### src/rtl/rat_pkg.sv
// rat_pkg: item types and codes for the rectangle atlas allocator
// no dependencies; imported by rect_atlas_allocator_top
`default_nettype none

package rat_pkg;

    localparam int COORD_BITS = 13;

    localparam logic KIND_ALLOC = 1'b0;
    localparam logic KIND_FREE  = 1'b1;

    localparam logic [1:0] ST_OK      = 2'd0;
    localparam logic [1:0] ST_NOSPACE = 2'd1;
    localparam logic [1:0] ST_FULL    = 2'd2;
    localparam logic [1:0] ST_UNKNOWN = 2'd3;

    localparam logic CFG_ATLAS_WIDTH  = 1'b0;
    localparam logic CFG_ATLAS_HEIGHT = 1'b1;

    localparam int ROW_STEP = 16;
    localparam int COL_STEP = 8;

    typedef struct packed {
        logic        kind;
        logic [12:0] req_width;
        logic [12:0] req_height;
        logic [11:0] free_left;
        logic [11:0] free_top;
    } in_item_t;

    typedef struct packed {
        logic [1:0]  status;
        logic [11:0] placed_left;
        logic [11:0] placed_top;
    } out_item_t;

endpackage

`default_nettype wire

### src/rtl/rect_atlas_allocator_top.sv
// rect_atlas_allocator_top: first-fit 2d rectangle allocator over a block table memory
// depends on rat_pkg
// flow: a rejected allocate skips the table scan; a free scans the table once; else one scan
// per spot test (cursor test, grid positions, one per pixel of slide); a held result delays the next
// throughput: one item at a time; the per-entry table read sets the time of every spot test
// reset: asynchronous active low; table empty, cursor at origin, atlas and limits 1024x1024
`default_nettype none

module rect_atlas_allocator_top #(
    parameter int MAX_BLOCKS = 64
) (
    input  wire                     clk,
    input  wire                     rst_n,
    input  wire                     in_valid,
    output logic                    in_stall,
    input  rat_pkg::in_item_t       in_data,
    output logic                    out_valid,
    input  wire                     out_stall,
    output rat_pkg::out_item_t      out_data,
    input  wire                     cfg_we,
    input  wire                     cfg_index,
    input  wire [rat_pkg::COORD_BITS-1:0] cfg_data
);
    import rat_pkg::*;

    localparam int CW = COORD_BITS;
    localparam int IW = (MAX_BLOCKS > 1) ? $clog2(MAX_BLOCKS) : 1;
    localparam int NW = IW + 1;
    localparam logic [CW-1:0] ATLAS_MAX = CW'(1) << (CW - 1);
    localparam logic [CW-1:0] COORD_MAX = {CW{1'b1}};
    localparam logic [CW-1:0] RESET_SIZE = CW'(1024);
    localparam logic [NW-1:0] SCAN_END = NW'(MAX_BLOCKS);

    localparam logic [1:0] S_IDLE = 2'd0;
    localparam logic [1:0] S_SCAN = 2'd1;
    localparam logic [1:0] S_EVAL = 2'd2;
    localparam logic [1:0] S_DONE = 2'd3;

    localparam logic [2:0] PH_CURSOR = 3'd0;
    localparam logic [2:0] PH_GRID   = 3'd1;
    localparam logic [2:0] PH_UP     = 3'd2;
    localparam logic [2:0] PH_LEFT   = 3'd3;
    localparam logic [2:0] PH_FREE   = 3'd4;

    typedef struct packed {
        logic [CW-1:0] left;
        logic [CW-1:0] top;
        logic [CW-1:0] w;
        logic [CW-1:0] h;
    } entry_t;

    // block table
    entry_t          mem [MAX_BLOCKS];
    entry_t          rd_data_reg;
    logic [IW-1:0]   rd_addr;
    logic            mem_we;
    logic [IW-1:0]   wr_idx;
    entry_t          wr_data;

    logic [MAX_BLOCKS-1:0] valid_reg, valid_next;
    logic [NW-1:0]   count_reg, count_next;

    logic [1:0]      state_reg, state_next;
    logic [2:0]      phase_reg, phase_next;
    logic [CW-1:0]   aw_reg, aw_next, ah_reg, ah_next;
    logic [CW-1:0]   lim_w_reg, lim_w_next, lim_h_reg, lim_h_next;
    logic [CW-1:0]   cx_reg, cx_next, cy_reg, cy_next;
    logic [CW-1:0]   w_reg, w_next, h_reg, h_next;
    logic [11:0]     fl_reg, fl_next, ft_reg, ft_next;
    logic [CW-1:0]   tx_reg, tx_next, ty_reg, ty_next;
    logic [CW-1:0]   fx_reg, fx_next, fy_reg, fy_next;
    logic [NW-1:0]   scan_idx_reg, scan_idx_next;
    logic            pend_reg, pend_next;
    logic [IW-1:0]   pend_idx_reg, pend_idx_next;
    logic            hit_reg, hit_next;
    logic            ff_found_reg, ff_found_next;
    logic [IW-1:0]   ff_idx_reg, ff_idx_next;
    logic            m_found_reg, m_found_next;
    logic [IW-1:0]   m_idx_reg, m_idx_next;
    logic [1:0]      res_st_reg, res_st_next;
    logic [CW-1:0]   res_x_reg, res_x_next, res_y_reg, res_y_next;
    logic            out_valid_reg, out_valid_next;
    out_item_t       out_data_reg, out_data_next;

    logic [CW-1:0]   cfg_sat;
    logic [CW-1:0]   in_w, in_h;
    logic            ent_valid, overlap, inb, spot_ok;
    logic [CW+1:0]   cx1, cx2, cy1, nx, ny, x_lim, y_lim;

    always_ff @(posedge clk)
    begin
        if (mem_we)
        begin
            mem[wr_idx] <= wr_data;
        end
        rd_data_reg <= mem[rd_addr];
    end

    assign rd_addr = scan_idx_reg[IW-1:0];
    assign cfg_sat = (cfg_data > ATLAS_MAX) ? ATLAS_MAX : cfg_data;
    assign in_w = CW'(in_data.req_width);
    assign in_h = CW'(in_data.req_height);

    assign ent_valid = valid_reg[pend_idx_reg];
    assign overlap = ({2'b0, rd_data_reg.left} < ({2'b0, tx_reg} + {2'b0, w_reg}))
                  && ({2'b0, tx_reg} < ({2'b0, rd_data_reg.left} + {2'b0, rd_data_reg.w}))
                  && ({2'b0, rd_data_reg.top} < ({2'b0, ty_reg} + {2'b0, h_reg}))
                  && ({2'b0, ty_reg} < ({2'b0, rd_data_reg.top} + {2'b0, rd_data_reg.h}));
    assign inb = (({2'b0, tx_reg} + {2'b0, w_reg}) <= {2'b0, aw_reg})
              && (({2'b0, ty_reg} + {2'b0, h_reg}) <= {2'b0, ah_reg});
    assign spot_ok = inb && !hit_reg;

    assign cx1 = {2'b0, cx_reg} + {2'b0, w_reg};
    assign cx2 = cx1 + {2'b0, w_reg};
    assign cy1 = {2'b0, cy_reg} + {2'b0, h_reg};
    assign nx = {2'b0, tx_reg} + (CW+2)'(COL_STEP);
    assign ny = {2'b0, ty_reg} + (CW+2)'(ROW_STEP);
    assign x_lim = {2'b0, aw_reg} - {2'b0, w_reg};
    assign y_lim = {2'b0, ah_reg} - {2'b0, h_reg};

    always_comb
    begin
        state_next = state_reg;
        phase_next = phase_reg;
        aw_next = aw_reg;
        ah_next = ah_reg;
        lim_w_next = lim_w_reg;
        lim_h_next = lim_h_reg;
        cx_next = cx_reg;
        cy_next = cy_reg;
        w_next = w_reg;
        h_next = h_reg;
        fl_next = fl_reg;
        ft_next = ft_reg;
        tx_next = tx_reg;
        ty_next = ty_reg;
        fx_next = fx_reg;
        fy_next = fy_reg;
        scan_idx_next = scan_idx_reg;
        pend_next = 1'b0;
        pend_idx_next = pend_idx_reg;
        hit_next = hit_reg;
        ff_found_next = ff_found_reg;
        ff_idx_next = ff_idx_reg;
        m_found_next = m_found_reg;
        m_idx_next = m_idx_reg;
        res_st_next = res_st_reg;
        res_x_next = res_x_reg;
        res_y_next = res_y_reg;
        valid_next = valid_reg;
        count_next = count_reg;
        out_valid_next = out_valid_reg && out_stall;
        out_data_next = out_data_reg;
        mem_we = 1'b0;
        wr_idx = ff_idx_reg;
        wr_data = '{left: fx_reg, top: fy_reg, w: w_reg, h: h_reg};

        if (cfg_we)
        begin
            if (cfg_index == CFG_ATLAS_WIDTH)
            begin
                aw_next = cfg_sat;
                lim_w_next = cfg_sat;
            end
            else
            begin
                ah_next = cfg_sat;
                lim_h_next = cfg_sat;
            end
        end

        case (state_reg)
            S_IDLE:
            begin
                if (in_valid)
                begin
                    w_next = in_w;
                    h_next = in_h;
                    fl_next = in_data.free_left;
                    ft_next = in_data.free_top;
                    ff_found_next = 1'b0;
                    m_found_next = 1'b0;
                    scan_idx_next = '0;
                    hit_next = 1'b0;
                    res_x_next = '0;
                    res_y_next = '0;
                    if (in_data.kind == KIND_FREE)
                    begin
                        phase_next = PH_FREE;
                        state_next = S_SCAN;
                    end
                    else if (in_w == '0 || in_h == '0 || in_w > aw_reg || in_h > ah_reg
                             || (in_w > lim_w_reg && in_h > lim_h_reg))
                    begin
                        res_st_next = ST_NOSPACE;
                        state_next = S_DONE;
                    end
                    else if (count_reg >= SCAN_END)
                    begin
                        res_st_next = ST_FULL;
                        state_next = S_DONE;
                    end
                    else
                    begin
                        phase_next = PH_CURSOR;
                        tx_next = cx_reg;
                        ty_next = cy_reg;
                        state_next = S_SCAN;
                    end
                end
            end

            S_SCAN:
            begin
                // read for entry scan_idx goes out, compare entry pend_idx
                pend_next = (scan_idx_reg < SCAN_END);
                pend_idx_next = scan_idx_reg[IW-1:0];
                if (scan_idx_reg < SCAN_END)
                begin
                    scan_idx_next = scan_idx_reg + NW'(1);
                end
                else
                begin
                    state_next = S_EVAL;
                end
                if (pend_reg)
                begin
                    if (ent_valid && overlap)
                    begin
                        hit_next = 1'b1;
                    end
                    if (!ent_valid && !ff_found_reg)
                    begin
                        ff_found_next = 1'b1;
                        ff_idx_next = pend_idx_reg;
                    end
                    if (ent_valid && !m_found_reg && rd_data_reg.left == CW'(fl_reg)
                        && rd_data_reg.top == CW'(ft_reg))
                    begin
                        m_found_next = 1'b1;
                        m_idx_next = pend_idx_reg;
                    end
                end
            end

            S_EVAL:
            begin
                scan_idx_next = '0;
                hit_next = 1'b0;
                state_next = S_SCAN;
                case (phase_reg)
                    PH_FREE:
                    begin
                        state_next = S_DONE;
                        if (m_found_reg)
                        begin
                            valid_next[m_idx_reg] = 1'b0;
                            count_next = count_reg - NW'(1);
                            lim_w_next = aw_reg - ((aw_reg != '0) ? CW'(1) : CW'(0));
                            lim_h_next = ah_reg - ((ah_reg != '0) ? CW'(1) : CW'(0));
                            res_st_next = ST_OK;
                        end
                        else
                        begin
                            res_st_next = ST_UNKNOWN;
                        end
                    end
                    PH_CURSOR:
                    begin
                        if (spot_ok)
                        begin
                            fx_next = tx_reg;
                            fy_next = ty_reg;
                            state_next = S_DONE;
                            res_st_next = ST_OK;
                            res_x_next = tx_reg;
                            res_y_next = ty_reg;
                            mem_we = 1'b1;
                            wr_data = '{left: tx_reg, top: ty_reg, w: w_reg, h: h_reg};
                        end
                        else
                        begin
                            phase_next = PH_GRID;
                            tx_next = '0;
                            ty_next = '0;
                        end
                    end
                    PH_GRID:
                    begin
                        if (spot_ok)
                        begin
                            fx_next = tx_reg;
                            fy_next = ty_reg;
                            if (ty_reg != '0)
                            begin
                                phase_next = PH_UP;
                                ty_next = ty_reg - CW'(1);
                            end
                            else if (tx_reg != '0)
                            begin
                                phase_next = PH_LEFT;
                                tx_next = tx_reg - CW'(1);
                            end
                            else
                            begin
                                state_next = S_DONE;
                                res_st_next = ST_OK;
                                mem_we = 1'b1;
                                wr_data = '{left: tx_reg, top: ty_reg, w: w_reg, h: h_reg};
                            end
                        end
                        else if (nx <= x_lim)
                        begin
                            tx_next = nx[CW-1:0];
                        end
                        else if (ny <= y_lim)
                        begin
                            tx_next = '0;
                            ty_next = ny[CW-1:0];
                        end
                        else
                        begin
                            // fruitless search lowers the size limits
                            lim_w_next = w_reg - CW'(1);
                            lim_h_next = h_reg - CW'(1);
                            res_st_next = ST_NOSPACE;
                            state_next = S_DONE;
                        end
                    end
                    default:
                    begin
                        // slide up, then slide left
                        logic [CW-1:0] px;
                        logic [CW-1:0] py;
                        px = spot_ok ? tx_reg : fx_reg;
                        py = spot_ok ? ty_reg : fy_reg;
                        fx_next = px;
                        fy_next = py;
                        if (phase_reg == PH_UP && spot_ok && py != '0)
                        begin
                            tx_next = px;
                            ty_next = py - CW'(1);
                        end
                        else if ((phase_reg == PH_UP || spot_ok) && px != '0)
                        begin
                            phase_next = PH_LEFT;
                            tx_next = px - CW'(1);
                            ty_next = py;
                        end
                        else
                        begin
                            state_next = S_DONE;
                            res_st_next = ST_OK;
                            res_x_next = px;
                            res_y_next = py;
                            mem_we = 1'b1;
                            wr_data = '{left: px, top: py, w: w_reg, h: h_reg};
                        end
                    end
                endcase

                if (mem_we)
                begin
                    res_x_next = wr_data.left;
                    res_y_next = wr_data.top;
                    valid_next[ff_idx_reg] = 1'b1;
                    count_next = count_reg + NW'(1);
                    if (cx2 >= {2'b0, aw_reg})
                    begin
                        cx_next = '0;
                        cy_next = (cy1 > {2'b0, COORD_MAX}) ? COORD_MAX : cy1[CW-1:0];
                    end
                    else
                    begin
                        cx_next = cx1[CW-1:0];
                    end
                end
            end

            default:
            begin
                if (!out_valid_reg || !out_stall)
                begin
                    out_valid_next = 1'b1;
                    out_data_next.status = res_st_reg;
                    out_data_next.placed_left = (res_st_reg == ST_OK) ? 12'(res_x_reg) : 12'd0;
                    out_data_next.placed_top = (res_st_reg == ST_OK) ? 12'(res_y_reg) : 12'd0;
                    state_next = S_IDLE;
                end
            end
        endcase
    end

    always_ff @(posedge clk or negedge rst_n)
    begin
        if (!rst_n)
        begin
            state_reg <= S_IDLE;
            phase_reg <= PH_CURSOR;
            aw_reg <= RESET_SIZE;
            ah_reg <= RESET_SIZE;
            lim_w_reg <= RESET_SIZE;
            lim_h_reg <= RESET_SIZE;
            cx_reg <= '0;
            cy_reg <= '0;
            valid_reg <= '0;
            count_reg <= '0;
            scan_idx_reg <= '0;
            pend_reg <= 1'b0;
            hit_reg <= 1'b0;
            ff_found_reg <= 1'b0;
            m_found_reg <= 1'b0;
            out_valid_reg <= 1'b0;
        end
        else
        begin
            state_reg <= state_next;
            phase_reg <= phase_next;
            aw_reg <= aw_next;
            ah_reg <= ah_next;
            lim_w_reg <= lim_w_next;
            lim_h_reg <= lim_h_next;
            cx_reg <= cx_next;
            cy_reg <= cy_next;
            valid_reg <= valid_next;
            count_reg <= count_next;
            scan_idx_reg <= scan_idx_next;
            pend_reg <= pend_next;
            hit_reg <= hit_next;
            ff_found_reg <= ff_found_next;
            m_found_reg <= m_found_next;
            out_valid_reg <= out_valid_next;
        end
    end

    always_ff @(posedge clk)
    begin
        w_reg <= w_next;
        h_reg <= h_next;
        fl_reg <= fl_next;
        ft_reg <= ft_next;
        tx_reg <= tx_next;
        ty_reg <= ty_next;
        fx_reg <= fx_next;
        fy_reg <= fy_next;
        pend_idx_reg <= pend_idx_next;
        ff_idx_reg <= ff_idx_next;
        m_idx_reg <= m_idx_next;
        res_st_reg <= res_st_next;
        res_x_reg <= res_x_next;
        res_y_reg <= res_y_next;
        out_data_reg <= out_data_next;
    end

    assign in_stall = (state_reg != S_IDLE);
    assign out_valid = out_valid_reg;
    assign out_data = out_data_reg;

`ifndef SYNTHESIS
    a_count_matches: assert property (@(posedge clk) disable iff (!rst_n)
        count_reg == NW'($countones(valid_reg)))
        else $error("block count out of step with valid bits");
    a_write_free_slot: assert property (@(posedge clk) disable iff (!rst_n)
        mem_we |-> (!valid_reg[wr_idx] && ff_found_reg))
        else $error("table write over a held block");
    a_write_sets_valid: assert property (@(posedge clk) disable iff (!rst_n)
        mem_we |=> valid_reg[$past(wr_idx)])
        else $error("written entry not marked valid");
    a_write_in_eval: assert property (@(posedge clk) disable iff (!rst_n)
        mem_we |-> (state_reg == S_EVAL) ##1 (state_reg == S_DONE))
        else $error("table write outside evaluation");
`endif

endmodule

`default_nettype wire
### config.mk
export PLATFORM = sky130hd
export DESIGN_NAME = rect_atlas_allocator_top
export DESIGN_NICKNAME = d
export VERILOG_FILES = /design/src/rtl/rat_pkg.sv /design/src/rtl/rect_atlas_allocator_top.sv
export SDC_FILE = /design/constraint.sdc
export NUM_CORES = 2
export LEC_CHECK = 0
export BUFFER_PORTS_ARGS = -buffer_cell sky130_fd_sc_hd__buf_4
export CAP_MARGIN = 20
export CELL_PAD_IN_SITES_DETAIL_PLACEMENT = 0
export CELL_PAD_IN_SITES_GLOBAL_PLACEMENT = 1
export CORE_AREA = 2 2 587 589
export DETAILED_ROUTE_END_ITERATION = 10
export DIE_AREA = 0 0 589 591
export HOLD_SLACK_MARGIN = 0.06
export PLACE_DENSITY_LB_ADDON = 0.08
export SYNTH_ARGS = -nofsm -noshare
export SYNTH_HDL_FRONTEND = slang
export SYNTH_SLANG_ARGS = --single-unit
export TNS_END_PERCENT = 100
### constraint.sdc
create_clock -name clk -period 30.1 [get_ports clk]
set_clock_uncertainty 0.15 [all_clocks]
set_input_delay 3.01 -clock clk [delete_from_list [all_inputs] [get_ports clk]]
set_output_delay 3.01 -clock clk [all_outputs]
set_load 0.01 [all_outputs]
* After elaboration in Yosys (flattened, before gate mapping)
Memories as Yosys holds them, arrays and structs flattened. A register that Yosys moved wholly into a read port is not among the register bits.
Index checks and enable logic that the tools add are counted.
** Operators by class
- Order comparisons :: 22
- Eq/ne operators :: 42
- Add/sub/neg operators :: 22
- Bitwise logic cells :: 6
- Muxes and demuxes :: 153
- Reduce and logical (&&, ||, !) cells :: 69
** Operators with widths (count)
- two-way mux 13 bit :: 41
- two-way mux 52 bit :: 7
- two-way mux 64 bit :: 4
- one-hot mux 52 bit (3 select lines) :: 1
- two-way mux 12 bit :: 9
- one-hot mux 13 bit (2 select lines) :: 4
- one-hot mux 12 bit (2 select lines) :: 4
- adder 13 x 13 -> 14 bit :: 6
- one-hot mux 13 bit (3 select lines) :: 2
- nonzero test 13 bit :: 6
- subtractor 13 x 1 -> 13 bit, second input constant :: 6
- AND 64 bit :: 1
- inverter 64 bit :: 1
- OR 64 bit :: 1
- two-way mux 2 bit :: 27
- > comparator 13 bit :: 4
- inequality test 4 bit, second input constant :: 9
- two-way mux 7 bit :: 5
- AND reduction 11 bit :: 3
- <= comparator 14 x 15 -> 1 bit :: 2
- less-than comparator 13 x 15 -> 1 bit :: 2
- two-way mux 3 bit :: 10
- <= comparator 14 x 13 -> 1 bit :: 2
- less-than comparator 13 x 14 -> 1 bit :: 2
- 54 further kinds :: 155
** Word-level totals
- RAM bits :: 3328
- Word-level logic and storage cells :: 348
- Output and inout bits :: 28
- Memories :: 1
- Register bits :: 338
** Memories
- mem :: depth 64, width 52, rd ports 1, clocked after Yosys merged registers in 1, wr ports 1, RTL line rect_atlas_allocator_top.sv:53 : entry_t mem [MAX_BLOCKS];

* Logic depth before layout (Yosys ltp)
- Word-level depth :: 14
- Gate-level depth with buffers :: 38
- Depth with buffers taken out :: 35

* Worst setup path before layout
OpenSTA, ideal clock, no wires.
- Path kind :: register to register
- Start :: register w_reg[1]
- End :: memory mem[15][0] (netlist name) (enable)
- Required time :: 29488 ps
- Slack :: 19968 ps
- Stages on the path, launching flop included :: 34
- Arrival time :: 9520 ps
- Cell sequence :: edfxtp_1 -> inv_1 -> fa_1 -> nor2b_1 -> o21ai_0 -> nand2b_1 -> a21oi_1 -> o21bai_1 -> and2_1 -> o21ai_0 -> a21oi_1 -> o41a_1 -> xor2_1 -> ha_1 -> a21oi_1 -> o311ai_0 -> o32ai_1 -> o21ai_0 -> or2_2 -> buf_2 -> clkbuf_1 -> a21oi_1 -> ha_1 -> nand4_1 -> o31ai_4 -> nand3_2 -> a221o_1 -> o21ai_2 -> o21a_2 -> and2_1 -> buf_4 -> nand4_2 -> buf_2 -> nor2_1
** On the way
- Word-level cells in the longest chain between the ends :: 14
** RTL lines
- from (decl) :: RTL line rect_atlas_allocator_top.sv:68 : logic [CW-1:0] w_reg, w_next, h_reg, h_next;
- from (signal assigned) :: RTL line rect_atlas_allocator_top.sv:438 : w_reg <= w_next;
- adder 13 x 13 -> 14 bit * :: RTL line rect_atlas_allocator_top.sv:109 : assign inb = (({2'b0, tx_reg} + {2'b0, w_reg}) <= {2'b0, aw_reg})
- <= comparator 14 x 13 -> 1 bit * :: RTL line rect_atlas_allocator_top.sv:109
- logical AND 1 bit * :: RTL line rect_atlas_allocator_top.sv:110 : && (({2'b0, ty_reg} + {2'b0, h_reg}) <= {2'b0, ah_reg});
- logical AND 1 bit * :: RTL line rect_atlas_allocator_top.sv:111 : assign spot_ok = inb && !hit_reg;
- two-way mux 13 bit
- nonzero test 13 bit :: RTL line rect_atlas_allocator_top.sv:344 : else if ((phase_reg == PH_UP || spot_ok) && px != '0)
- logical AND 1 bit :: RTL line rect_atlas_allocator_top.sv:344
- two-way mux 1 bit :: RTL line rect_atlas_allocator_top.sv:344
- two-way mux 1 bit :: RTL line rect_atlas_allocator_top.sv:339 : if (phase_reg == PH_UP && spot_ok && py != '0)
- one-hot mux 1 bit (3 select lines) * :: RTL line rect_atlas_allocator_top.sv:251 : case (phase_reg)
- two-way mux 1 bit * (2 in series) :: RTL line rect_atlas_allocator_top.sv:172 : case (state_reg)
- two-way mux 1 bit * :: RTL line rect_atlas_allocator_top.sv:92 : if (mem_we)
- two-way mux 1 bit (not written as such) * :: RTL line rect_atlas_allocator_top.sv:94 : mem[wr_idx] <= wr_data;
- to (decl) :: RTL line rect_atlas_allocator_top.sv:53
Mark *: on every way between the ends. The rest lies on a longest branch, timed or not. The select of a mux whose other input is x is not followed.

* Final worst setup path
- Start :: register w_reg[1]
- End :: memory mem[13][48] (netlist name) (enable)
The elaborated chain is that of the path after synthesis.

==> metrics <==
share of cells above drive strength 1=0.254; core area=342,000 sq um; Hold Path Class=flop to flop; gpl congestion=0.872; Compound-Gate Fraction of Synth Area=0.0330; worst reg-to-reg setup slack=18.43 ns; number of flops mapped to enable cells by yosys=3,500; HP Start=res_st_reg[0]$_DFFE_PP_; initial DRC count=9,971; Synth Instances=7,632; post-layout util=0.508; row count=215; vias in the first global route=79,762; Seq/Total Area, Yosys=0.719; Worst Hold End=out_data[24]$_DFFE_PP_; Cell Int Power=11.0 mW; Worst Path Max Fanout=70; Area contributors post-synth=edfxtp_1 (69%), mux4_2 (16%), dfrtp_1 (2.6%); drt wl/cell=36.0 microns; Ys Warns=0; CTS tree=built; status=completed; R2R Path Start=w_reg[1]$_DFFE_PP_; met3 Track Usage GR=0.0377; Mapped Area=153,000 sq um; largest net degree at the start of global routing=120; ys flop type=edfxtp_1; top-area cell type share of the netlist area=0.686; WP data arrival=12.10 ns; Max Slew Vio Count=0; total power=16.7 mW; R2R depth=30; synthesis-stage register bit count=3,718; Clock Latency Late Sink=0.97 ns; multi-input logic area=41,700 sq um; full die area=348,000 sq um; # fillers=27,358; Slew @ Worst Pin=1.12 ns; Crit. End Element=flop; mux contribution to synthesized area=0.168; pwr dens=96.0 nW/um^2; Clock power frac=0.287; most used cell, CP=buf_4; Relative slew margins=0.250; Net Sw Power=5.62 mW; clk buf depth=4; fin cells=12,896; Setup Fix Bufs, Post-CTS=0; Routed WL=464,000 microns; sw frac=0.337; Synth cell types=89; busiest grt layer=met2; Worst setup SP type=flop; Clock Tree Root=clkbuf_16; power share of the sequential group=0.386; Port Buffers=97; initial antenna violation count=48; Final setup viols=0; worst endpoint required time=30.53 ns; GR Util met2=0.419; Leak=55.6 nW; Fin. Hold Viols=0; Post-Synth Simple-Gate Area=0.0268; first-pass GRT wire length=646,000 microns; Period minus WS final=11.67 ns; TritonCTS buffer count=398; Synth Area in XOR/XNOR=0.0128; max reg flops=3,328; Logic pwr share=0.327; fmax=85.7 MHz; max cap viols=0; die height=591 microns; crit path kind=flop to flop; GRT Resource Usage Total=0.266; fin nets=8,380; Vias=79,751; Tcrit/Tclk final=0.388; crit-path max cell delay=1.04 ns; cts repair resizes=0; RSZ-0062 raised after global routing=false; Initial Util=0.448; Synth async-reset ratio=0.0446; depth of the worst hold-timing path=0; # IOs=98; GR Layer Usage met1=0.385; clock sink count=3,718; cell count after placement=12,150; Via density=6.18; Die W=589 microns; syn_nets=8,013; ANT nets after route=0; Syn-to-layout area delta=13.3%; Seq. cell area=110,000 sq um; hold buffer count at CTS=0; syn_area_per_cell=20.1 sq um; cell accounting for the most synthesized area=edfxtp_1; worst setup path startpoint=w_reg[1]$_DFFE_PP_; 1st-pass router iterations=6; setup_tns=0 ns; Max rail drop VDD=0.0855 mV; # DRC=0; H-tree levels=5; R2R Path End=mem[13][48]$_DFFE_PP_; placed wire-length estimate=282,000 microns; area share of fa/ha/maj cells after synthesis=0.0258; aggregate global routing overflow=0; Crit-path slowest cell=nor2_4; clock transition at the registers of the reported paths=0.06 ns; largest family of logic cells by synthesized area=multiplexers
[layer usage]
layer	share of wire	wire, microns
met1	0.43	198000
met2	0.47	218000
met3	0.069	32100
met4	0.035	16000
met5	0.000097	45
[per-stage QoR]
stage / cell area (sq um) / hold slack [ns] / setup WS (ns)
6_report: 174000 / 0.302 / 18.43
5_1_grt: 174000 / 0.311 / 17.61
4_1_cts: 174000 / 0.302 / 18.13
3_5_place_dp: 161000 / 0.288 / 18.14
3_3_place_gp: 161000 / 0.289 / 18.37
2_1_floorplan: 153000 / 0.273 / 19.97
[synth_stat cells (15+ instances only)]
cell      number
mux2_2        16
edfxtp_1    3500
a22o_1        40
a211oi_1      32
or3_1         20
and2_1        34
nand3_1       75
o21ai_0      276
and3_1        16
ha_1         302
mux4_2      1113
nand2b_1      35
o211ai_1      15
buf_2         15
mux2i_1       48
nor2b_1       39
a21oi_1      157
nand4_1       40
xnor2_1      166
xor2_1        58
inv_1        197
o21a_1        24
nor3_1        83
clkbuf_1     269
nor4_1        22
nand2_1      177
o221ai_1      24
nor2_1       269
dfrtp_1      162
dfxtp_1       52
buf_1         66
a22oi_1       21
a21o_1        47
o21bai_1      21
[cell families after synthesis]
group                      count (synthesis)
DFF                                     3718
AOI/OAI and AO/OA                        791
muxes                                   1184
xor gates and xnor gates                 224
and+or+nand+nor                          853
buffers and inverters                    551
adders and majority gates                311
[critical path: cells and delay by family, from the launching register on]
| kind | cells | cell delay [ns] |
|---|---|---|
| buf+inv | 4 | 1.89 |
| flops | 1 | 0.35 |
| simple gates | 8 | 3.53 |
| compound gates | 14 | 4.02 |
| xor+xnor | 1 | 0.21 |
| fa+ha+maj | 3 | 0.96 |
[area by class of cell]
type | count | area share
inverter | 197 | 0.00426
sequential | 3718 | 0.635
multi-input combinational | 3363 | 0.240
antenna | 12 | 0.000173
clock inverter | 225 | 0.0124
timing repair buffer | 321 | 0.0148
tap | 4557 | 0.0328
clock buffer | 503 | 0.0603
[power by group through the flow]
stage,sequential (mW),combinational [mW],clock (mW)
after floorplan,6.42,3.42,0
after global placement,6.53,5.47,0
after detailed placement,6.54,5.48,0
after CTS,6.43,5.50,4.86
after global routing,6.44,5.83,5.05
final,6.43,5.46,4.78
[placed cells by master, fill, tap and decap left out, drive strengths merged, types with 13 or more instances in the layout]
cell / count
a22o: 40
a21oi: 157
and3: 16
xnor2: 166
buf: 321
o21bai: 21
mux2i: 48
nor3: 83
a211oi: 32
dfrtp: 162
nand2b: 35
bufinv: 29
o21ai: 282
nor4: 22
mux2: 23
nor2b: 40
ha: 302
clkbuf: 503
and2: 34
nand2: 177
xor2: 58
o211ai: 16
a22oi: 21
o221ai: 24
edfxtp: 3500
dfxtp: 52
or3: 21
a21o: 47
mux4: 1113
o21a: 25
inv: 206
o31ai: 13
clkinv: 175
nor2: 270
nand3: 79
nand4: 41
[worst max path at each step]
stage | end | slack (ns) | cells past startpoint
floorplan | mem[15][0]$_DFFE_PP_ | 19.97 | 33
global placement | mem[13][35]$_DFFE_PP_ | 18.37 | 30
detailed placement | mem[13][35]$_DFFE_PP_ | 18.14 | 30
CTS | mem[13][48]$_DFFE_PP_ | 18.13 | 30
global route | mem[13][14]$_DFFE_PP_ | 17.61 | 30
finish | mem[13][48]$_DFFE_PP_ | 18.43 | 30
Note: power is estimated with default switching activity, not from simulation.
